$ cat src/rtl/core/jdzpwm_pkg.sv
// ----------------------------------------------------------------------------
// jdzpwm_pkg
// Shared constants, widths and link types for the joystick dead-zone PWM block.
// ----------------------------------------------------------------------------
package jdzpwm_pkg;

  localparam int PERIOD_TICKS = 20;   // 2..32
  localparam int CAL_SAMPLES  = 10;   // 1..15

  localparam int ADC_W    = 12;
  localparam int ADC_FULL = 4095;
  localparam int REVM_W   = 5;
  localparam int SUM_W    = 16;
  localparam int CNT_W    = 4;
  localparam int DUTY_OUT_W = 5;

  // multiplier operand wide enough for PERIOD_TICKS and reverse_multiplier
  localparam int PER_W  = $clog2(PERIOD_TICKS + 1);
  localparam int MULT_W = (PER_W > REVM_W) ? PER_W : REVM_W;
  localparam int PROD_W = ADC_W + MULT_W;
  localparam int DIV_NW = (PROD_W > SUM_W) ? PROD_W : SUM_W;
  localparam int DIV_CW = $clog2(DIV_NW + 1);

  localparam int TICK_W = $clog2(PERIOD_TICKS);

  // register map, word index = paddr[2]
  localparam int  PADDR_W       = 3;
  localparam logic CFG_DEAD_ZONE = 1'b0;
  localparam logic CFG_REV_MULT  = 1'b1;

  typedef struct packed {
    logic              start;
    logic [DIV_NW-1:0] num;
    logic [ADC_W-1:0]  den;
  } div_req_t;

  typedef struct packed {
    logic              done;
    logic [DIV_NW-1:0] quot;
  } div_rsp_t;

  typedef struct packed {
    logic              load;
    logic              fwd;
    logic              rev;
    logic [TICK_W-1:0] duty;
  } pwm_cmd_t;

endpackage

$ cat src/rtl/core/jdzpwm_div.sv
// ----------------------------------------------------------------------------
// jdzpwm_div
// Restoring radix-2 divider, one quotient bit per cycle. Shared by the
// calibration average and the duty scaling.
// ----------------------------------------------------------------------------
module jdzpwm_div
  import jdzpwm_pkg::*;
(
  input  logic     clk,
  input  logic     rst,
  input  div_req_t req,
  output div_rsp_t rsp
);

  logic              busy;
  logic [DIV_CW-1:0] cnt;
  logic [ADC_W-1:0]  rem;
  logic [DIV_NW-1:0] quo;
  logic [ADC_W-1:0]  den;
  logic              done;

  logic [ADC_W:0]    shifted;
  logic              fits;

  always_comb begin
    shifted = {rem, quo[DIV_NW-1]};
    fits    = (shifted >= {1'b0, den});
  end

  always_ff @(posedge clk) begin
    if (rst) begin
      busy <= 1'b0;
      done <= 1'b0;
      cnt  <= '0;
    end else begin
      done <= 1'b0;
      if (req.start) begin
        busy <= 1'b1;
        cnt  <= DIV_CW'(DIV_NW);
        rem  <= '0;
        quo  <= req.num;
        den  <= req.den;
      end else if (busy) begin
        rem <= fits ? ADC_W'(shifted - {1'b0, den}) : shifted[ADC_W-1:0];
        quo <= {quo[DIV_NW-2:0], fits};
        cnt <= cnt - 1'b1;
        if (cnt == DIV_CW'(1)) begin
          busy <= 1'b0;
          done <= 1'b1;
        end
      end
    end
  end

  assign rsp.done = done;
  assign rsp.quot = quo;

endmodule

$ cat src/rtl/core/jdzpwm_tick.sv
// ----------------------------------------------------------------------------
// jdzpwm_tick
// PWM period emitter: one output word per tick, PERIOD_TICKS words per load.
// ----------------------------------------------------------------------------
module jdzpwm_tick
  import jdzpwm_pkg::*;
(
  input  logic                  clk,
  input  logic                  rst,
  input  pwm_cmd_t              cmd,
  output logic                  finished,
  output logic                  out_valid,
  input  logic                  out_stall,
  output logic                  forward_pin,
  output logic                  reverse_pin,
  output logic [DUTY_OUT_W-1:0] duty_ticks,
  output logic                  last_tick
);

  logic [TICK_W-1:0] cnt;
  logic [TICK_W-1:0] duty;
  logic              fwd;
  logic              rev;
  logic              on;

  always_comb begin
    on          = (cnt < duty);
    forward_pin = fwd & on;
    reverse_pin = rev & on;
    duty_ticks  = DUTY_OUT_W'(duty);
    last_tick   = (cnt == TICK_W'(PERIOD_TICKS - 1));
    finished    = out_valid & ~out_stall & last_tick;
  end

  always_ff @(posedge clk) begin
    if (rst) begin
      out_valid <= 1'b0;
      cnt       <= '0;
    end else begin
      if (cmd.load) begin
        out_valid <= 1'b1;
        cnt       <= '0;
        duty      <= cmd.duty;
        fwd       <= cmd.fwd;
        rev       <= cmd.rev;
      end else if (out_valid && !out_stall) begin
        if (last_tick) begin
          out_valid <= 1'b0;
        end else begin
          cnt <= cnt + 1'b1;
        end
      end
    end
  end

endmodule

$ cat src/rtl/core/joystick_deadzone_motor_pwm.sv
// ----------------------------------------------------------------------------
// joystick_deadzone_motor_pwm
// Joystick dead-zone H-bridge PWM: calibrates a mid point, then turns each
// sample into one PWM period of pin levels, scaling duty outside the dead zone through a shared serial divider.
// ----------------------------------------------------------------------------
// Calibration samples: one per cycle, no words out; the last one stalls the
//   input for the average (ST_CAL_DIV) and the span setup (ST_SPAN).
// Drive samples: ST_OFFSET, ST_MUL and the divider (ST_DIV) lie before the
//   first tick word, ST_OFFSET alone in the dead zone, then PERIOD_TICKS words;
//   the next sample is taken the cycle after the last tick word.
// Reset (rst, synchronous): calibration restarts, deadband=20, reverse_multiplier=10.
module joystick_deadzone_motor_pwm
  import jdzpwm_pkg::*;
(
  input  logic                  clk,
  input  logic                  rst,
  input  logic                  psel,
  input  logic                  penable,
  input  logic                  pwrite,
  input  logic [PADDR_W-1:0]    paddr,
  input  logic [31:0]           pwdata,
  output logic [31:0]           prdata,
  output logic                  pready,
  input  logic                  in_valid,
  output logic                  in_stall,
  input  logic [ADC_W-1:0]      sample,
  output logic                  out_valid,
  input  logic                  out_stall,
  output logic                  forward_pin,
  output logic                  reverse_pin,
  output logic [DUTY_OUT_W-1:0] duty_ticks,
  output logic                  last_tick
);

  typedef enum logic [2:0] {
    ST_IDLE, ST_CAL_DIV, ST_SPAN, ST_OFFSET, ST_MUL, ST_DIV, ST_EMIT
  } state_t;

  state_t state;

  logic [ADC_W-1:0]  deadband;
  logic [REVM_W-1:0] reverse_multiplier;

  logic [CNT_W-1:0]  calibration_count;
  logic [SUM_W-1:0]  calibration_sum;
  logic [ADC_W-1:0]  center_value;
  logic [ADC_W-1:0]  span_positive;
  logic [ADC_W-1:0]  span_negative;

  logic [ADC_W-1:0]  smp;
  logic              fwd;
  logic              rev;
  logic [ADC_W-1:0]  excess;
  logic [MULT_W-1:0] mult;

  div_req_t div_req;
  div_rsp_t div_rsp;
  pwm_cmd_t pwm_cmd;
  logic     finished;

  // config port
  logic wr_en;
  assign pready = 1'b1;
  assign wr_en  = psel & penable & pwrite;

  always_comb begin
    prdata = '0;
    case (paddr[2])
      CFG_DEAD_ZONE: prdata = 32'(deadband);
      CFG_REV_MULT:  prdata = 32'(reverse_multiplier);
      default:       prdata = '0;
    endcase
  end

  always_ff @(posedge clk) begin
    if (rst) begin
      deadband           <= ADC_W'(20);
      reverse_multiplier <= REVM_W'(10);
    end else if (wr_en) begin
      case (paddr[2])
        CFG_DEAD_ZONE: deadband           <= pwdata[ADC_W-1:0];
        CFG_REV_MULT:  reverse_multiplier <= pwdata[REVM_W-1:0];
        default:       ;
      endcase
    end
  end

  // combinational helpers
  logic [ADC_W:0]    cz_sum;
  logic [ADC_W-1:0]  d_pos;
  logic [ADC_W-1:0]  d_neg;
  logic              hit_fwd;
  logic              hit_rev;
  logic [SUM_W-1:0]  sum_next;
  logic [CNT_W-1:0]  count_next;
  logic [TICK_W-1:0] duty_clamped;
  logic [ADC_W-1:0]  span_sel;

  always_comb begin
    cz_sum     = {1'b0, center_value} + {1'b0, deadband};
    d_pos      = smp - center_value;
    d_neg      = center_value - smp;
    hit_fwd    = (smp > center_value) && (d_pos > deadband);
    hit_rev    = (center_value > smp) && (d_neg > deadband);
    sum_next   = calibration_sum + SUM_W'(sample);
    count_next = calibration_count + 1'b1;
    if (div_rsp.quot > DIV_NW'(PERIOD_TICKS - 1)) begin
      duty_clamped = TICK_W'(PERIOD_TICKS - 1);
    end else begin
      duty_clamped = div_rsp.quot[TICK_W-1:0];
    end
    span_sel = fwd ? span_positive : span_negative;
    if (span_sel == '0) begin
      span_sel = ADC_W'(1);
    end
  end

  assign in_stall = (state != ST_IDLE);

  always_ff @(posedge clk) begin
    if (rst) begin
      state             <= ST_IDLE;
      calibration_count <= '0;
      calibration_sum   <= '0;
      center_value      <= '0;
      span_positive     <= '0;
      span_negative     <= '0;
      div_req.start     <= 1'b0;
      pwm_cmd.load      <= 1'b0;
    end else begin
      div_req.start <= 1'b0;
      pwm_cmd.load  <= 1'b0;
      case (state)
        ST_IDLE: begin
          if (in_valid) begin
            smp <= sample;
            if (calibration_count < CNT_W'(CAL_SAMPLES)) begin
              calibration_sum   <= sum_next;
              calibration_count <= count_next;
              if (count_next >= CNT_W'(CAL_SAMPLES)) begin
                div_req.start <= 1'b1;
                div_req.num   <= DIV_NW'(sum_next);
                div_req.den   <= ADC_W'(CAL_SAMPLES);
                state         <= ST_CAL_DIV;
              end
            end else begin
              state <= ST_OFFSET;
            end
          end
        end
        ST_CAL_DIV: begin
          if (div_rsp.done) begin
            if (div_rsp.quot > DIV_NW'(ADC_FULL)) begin
              center_value <= ADC_W'(ADC_FULL);
            end else begin
              center_value <= div_rsp.quot[ADC_W-1:0];
            end
            state <= ST_SPAN;
          end
        end
        ST_SPAN: begin
          span_positive <= ((ADC_W + 1)'(ADC_FULL) > cz_sum)
                           ? ADC_W'((ADC_W + 1)'(ADC_FULL) - cz_sum) : ADC_W'(1);
          span_negative <= (center_value > deadband)
                           ? (center_value - deadband) : ADC_W'(1);
          state <= ST_IDLE;
        end
        ST_OFFSET: begin
          fwd <= hit_fwd;
          rev <= hit_rev & ~hit_fwd;
          if (hit_fwd) begin
            excess <= d_pos - deadband;
            mult   <= MULT_W'(PERIOD_TICKS);
            state  <= ST_MUL;
          end else if (hit_rev) begin
            excess <= d_neg - deadband;
            mult   <= MULT_W'(reverse_multiplier);
            state  <= ST_MUL;
          end else begin
            pwm_cmd.load <= 1'b1;
            pwm_cmd.fwd  <= 1'b0;
            pwm_cmd.rev  <= 1'b0;
            pwm_cmd.duty <= '0;
            state        <= ST_EMIT;
          end
        end
        ST_MUL: begin
          div_req.start <= 1'b1;
          div_req.num   <= DIV_NW'(PROD_W'(excess) * PROD_W'(mult));
          div_req.den   <= span_sel;
          state         <= ST_DIV;
        end
        ST_DIV: begin
          if (div_rsp.done) begin
            pwm_cmd.load <= 1'b1;
            pwm_cmd.fwd  <= fwd;
            pwm_cmd.rev  <= rev;
            pwm_cmd.duty <= duty_clamped;
            state        <= ST_EMIT;
          end
        end
        ST_EMIT: begin
          if (finished) begin
            state <= ST_IDLE;
          end
        end
        default: state <= ST_IDLE;
      endcase
    end
  end

  jdzpwm_div u_div (
    .clk (clk),
    .rst (rst),
    .req (div_req),
    .rsp (div_rsp)
  );

  jdzpwm_tick u_tick (
    .clk         (clk),
    .rst         (rst),
    .cmd         (pwm_cmd),
    .finished    (finished),
    .out_valid   (out_valid),
    .out_stall   (out_stall),
    .forward_pin (forward_pin),
    .reverse_pin (reverse_pin),
    .duty_ticks  (duty_ticks),
    .last_tick   (last_tick)
  );

endmodule

$ cat config.mk
export PLATFORM = sky130hd
export DESIGN_NAME = joystick_deadzone_motor_pwm
export DESIGN_NICKNAME = d
export VERILOG_FILES = /design/src/rtl/core/jdzpwm_pkg.sv /design/src/rtl/core/jdzpwm_div.sv /design/src/rtl/core/jdzpwm_tick.sv /design/src/rtl/core/joystick_deadzone_motor_pwm.sv
export SDC_FILE = /design/constraint.sdc
export NUM_CORES = 1
export LEC_CHECK = 0
export ABC_AREA = 1
export BUFFER_PORTS_ARGS = -buffer_cell sky130_fd_sc_hd__clkbuf_2
export CAP_MARGIN = 15
export CELL_PAD_IN_SITES_DETAIL_PLACEMENT = 1
export CELL_PAD_IN_SITES_GLOBAL_PLACEMENT = 1
export CORE_MARGIN = 2
export CORE_UTILIZATION = 40
export DETAILED_ROUTE_END_ITERATION = 16
export GPL_TIMING_DRIVEN = 0
export PLACE_DENSITY_LB_ADDON = 0.1
export SLEW_MARGIN = 20
export SYNTH_ARGS = -nofsm -noshare
export SYNTH_HDL_FRONTEND = slang
export SYNTH_SLANG_ARGS = --single-unit
$ cat constraint.sdc
create_clock -name clk -period 12.4 [get_ports clk]
set_input_delay 0.62 -clock clk [delete_from_list [all_inputs] [get_ports clk]]
set_output_delay 0.62 -clock clk [all_outputs]
set_load 0.02 [all_outputs]
==> qor.txt <==
final setup vio count: 0
Hold Worst Slack: 0.333 ns
layout net count: 2219
H-tree depth: 1
FF+latch count, synth: 206
CP Launch Type: flop
maximum VDD drop: 0.0965 mV
Mean Syn Cell Area: 7.84 µm²
vias in the first global route: 13600
Post-CTS Repair Setup Buffers: 0
boundary pin count: 97
sequential power share: 40.8%
Fmax: 204 MHz
num rows: 70
sw power: 542 µW
die width: 197 µm
Slowest cell on crit path: dfxtp_1
sequential-to-total area share from yosys stat: 35.4%
pwr dens: 111 nW/µm²
Critical Path End: mult[1]
Slew headroom: 32.7%
Clock Sinks: 206
max incr delay on CP: 0.64 ns
die height: 197 µm
Leak: 7.99 nW
Starting Density: 40.7%
cells along the critical path: inv_1 -> ha_1 -> nand2_1 -> inv_1 -> a21oi_1 -> o21ai_0 -> a21oi_1 -> xnor2_1 -> ha_1 -> nand2_1 -> nor2_1 -> inv_1 -> o21ai_2 -> nand2_1 -> nand2_1 -> nand3_2 -> buf_6 -> nand2_1 -> nand2_1 -> nor2_2
DR DRC count: 0
r2r startpoint: center_value[1]
Synth Cell Area: 14900 µm²
period utilisation layout: 39.5%
clock network fraction of total power: 41.8%
Power Total: 1.86 mW
final hold vios: 0
Warnings, synthesis: 0
Post-Synth XOR/XNOR Area: 3.76%
setup TNS: 0 ns
GRT Total Usage: 23.7%
CP bufs+invs: 4
wire per inst: 18.1 µm
skew final: 0.0218 ns
# Max-Cap Violations: 0
internal power: 1.31 mW
dpl cells: 2439
r2r setup slk: 7.51 ns
multiplexer share of the synthesized area: 0.806%
Worst Max-Slew Pin Slew: 1.01 ns
Mapped Cells: 1899
Comb power frac: 17.4%
Compound-Gate Fraction of Synth Area: 13.9%
post-layout min period: 4.89 ns
CTS tree: yes
Final ANT Viol Nets: 0
hold crit path type: in2reg
most common library cells after synthesis: nand2_1, inv_1, a21oi_1
adder-cell share of the synthesized area: 15.9%
pre-CTS WS: 7.52 ns
DR iter-0 viols: 552
WP data required: 12.55 ns
I/O Buffers: 51
share of cells above drive strength 1: 9.07%
via count: 12900
Synth area leader: edfxtp_1
Arr. time, crit path: 5.05 ns
clock root cell: clkbuf_16
status: finished, final reports clean
number of buffers created by CTS: 25
critical path class: reg2reg
pin count of the biggest net entering global routing: 18
count leader, synth: nand2_1
Clock transition at path regs: 0.06 ns
RSZ-0062 raised after global routing: no
first-pass GRT wire length: 72500 µm
main combinational cell family by area after synthesis: simple AND/OR/NAND/NOR gates
post-layout util: 45.8%
hpwl dp: 36800 µm
CORE AREA: 36600 µm²
gpl congestion: 0.872
initial antenna violation count: 1
Crit. path cell count: 20
R2R depth: 20
R2R Path End: mult[1]
simple-gate share of the synthesized area: 19.6%
crit end category: flop
drt via density: 5.20
worst setup path startpoint: center_value[1]
top_reg_cell synth: edfxtp_1
number of diodes: 0
Area Overhead vs Synth: 12.5%
fillers: 4547
post-synth top area share: 23.2%
# resized after CTS: 0
Skew-Pair Late Insertion Delay: 0.55 ns
DRT Pass-1 Iters: 5
final wirelength: 45000 µm
Placed Area: 15900 µm²
crit path max fanout: 17
kind of cell adding the most delay to the critical path: simple AND/OR/NAND/NOR gates
Synth area leaders: edfxtp_1, dfxtp_1, ha_1
Hold Buf Count CTS: 0
crit-path most repeated cell: nand2_1
grt total ovfl: 0
sw frac: 29.2%
Synth cell types: 54
Post-synth EDFFs: 115
final std cells w/o fill: 2485
Max clock buf depth: 3
Async SR Flop Fraction: 0%
Setup WS post-layout: 7.51 ns
Final Slew Violations: 0
Hold Path Depth: 1
cell area after layout: 16800 µm²
Die Area: 38800 µm²
## logic make-up (layout without fill, tap and decap cells)
family          count (synthesis)  after routing
buf+inv                       380            479
xor+xnor                       64             64
other cells                     2             21
mux                            12             12
simple gates                  693            693
compound gates                375            375
fa+ha+maj                     167            167
flops                         206            206
## sequential cells by signal (all words and copies together), names as in the netlist, 3 cells and up
signal	flops
div_req	30
u_div.quo	17
calibration_sum	16
center_value	12
deadband	12
excess	12
smp	12
span_negative	12
span_positive	12
u_div.den	12
u_div.rem	12
pwm_cmd	8
mult	5
reverse_multiplier	5
u_div.cnt	5
u_tick.cnt	5
u_tick.duty_ticks	5
calibration_count	4
state	3
## power groups by stage
| stage | clock network [mW] | logic (mW) | registers [mW] |
|---|---|---|---|
| after floorplan | 0 | 0.227 | 0.766 |
| after global placement | 0 | 0.313 | 0.770 |
| after detailed placement | 0 | 0.322 | 0.771 |
| after CTS | 0.793 | 0.325 | 0.756 |
| after global routing | 0.817 | 0.362 | 0.759 |
| final | 0.776 | 0.323 | 0.757 |
## routing by layer
metal	global-route usage (%)	part of all wire, %	vias to the layer above	routed length, µm
met3	2.38	3.5	75	1580
met4	7.55	3.5	2	1570
met2	42.4	49	213	22000
li1	-	-	6392	-
met1	30.1	44	6236	19800
met5	0	0.029	-	13
## cells in the final DEF, fill, tap and decap left out, types with 4 or more instances in the layout
cell and count:
nand3b_1 5, ha_1 129, o21ai_1 9, o211ai_1 5
or2_2 8, conb_1 21, o21ai_0 117, a31oi_1 15
nand4_1 20, inv_2 10, xor2_1 51, xnor2_1 13
a21boi_0 5, nor3_1 25, a21oi_1 169, fa_1 38
nand2_1 391, dfxtp_1 91, nand2_2 4, nor2_1 133
inv_1 293, clkbuf_2 54, buf_2 16, nand3_1 89
clkbuf_1 31, edfxtp_1 115, a21o_1 13, clkbuf_16 27
a21oi_2 4, o21bai_1 15, buf_4 27, mux2i_1 12
## worst min path at each step
stage / endpoint / start
6_report: smp[7] / sample[7]
5_1_grt: smp[7] / sample[7]
4_1_cts: smp[7] / sample[7]
3_5_place_dp: u_tick.duty_ticks[2] / pwm_cmd[2]
3_3_place_gp: u_div.den[6] / div_req[6]
2_1_floorplan: u_div.den[0] / div_req[0]
## worst register-to-register path: stages (launching register included)
cell and delay, ns:
dfxtp_1 0.64, inv_1 0.17, ha_1 0.34, nand2_1 0.10, inv_1 0.06, a21oi_1 0.24
o21ai_0 0.21, a21oi_1 0.27, xnor2_1 0.15, ha_1 0.37, nand2_1 0.09, nor2_1 0.18
inv_1 0.07, o21ai_2 0.21, nand2_1 0.08, nand2_1 0.10, nand3_2 0.21, buf_6 0.23
nand2_1 0.07, nand2_1 0.07, nor2_2 0.64
## cell type report
cell class	count	area (µm²)	share of cell area, %
inverter	303	1140	6.78
clock inverter	12	145	0.866
timing repair buffer	53	310	1.85
clock buffer	34	732	4.37
buffer	77	429	2.56
sequential	206	5280	31.5
tap	468	586	3.49
multi-input combinational	1332	8150	48.6
Power figures use the tool's default switching activity.
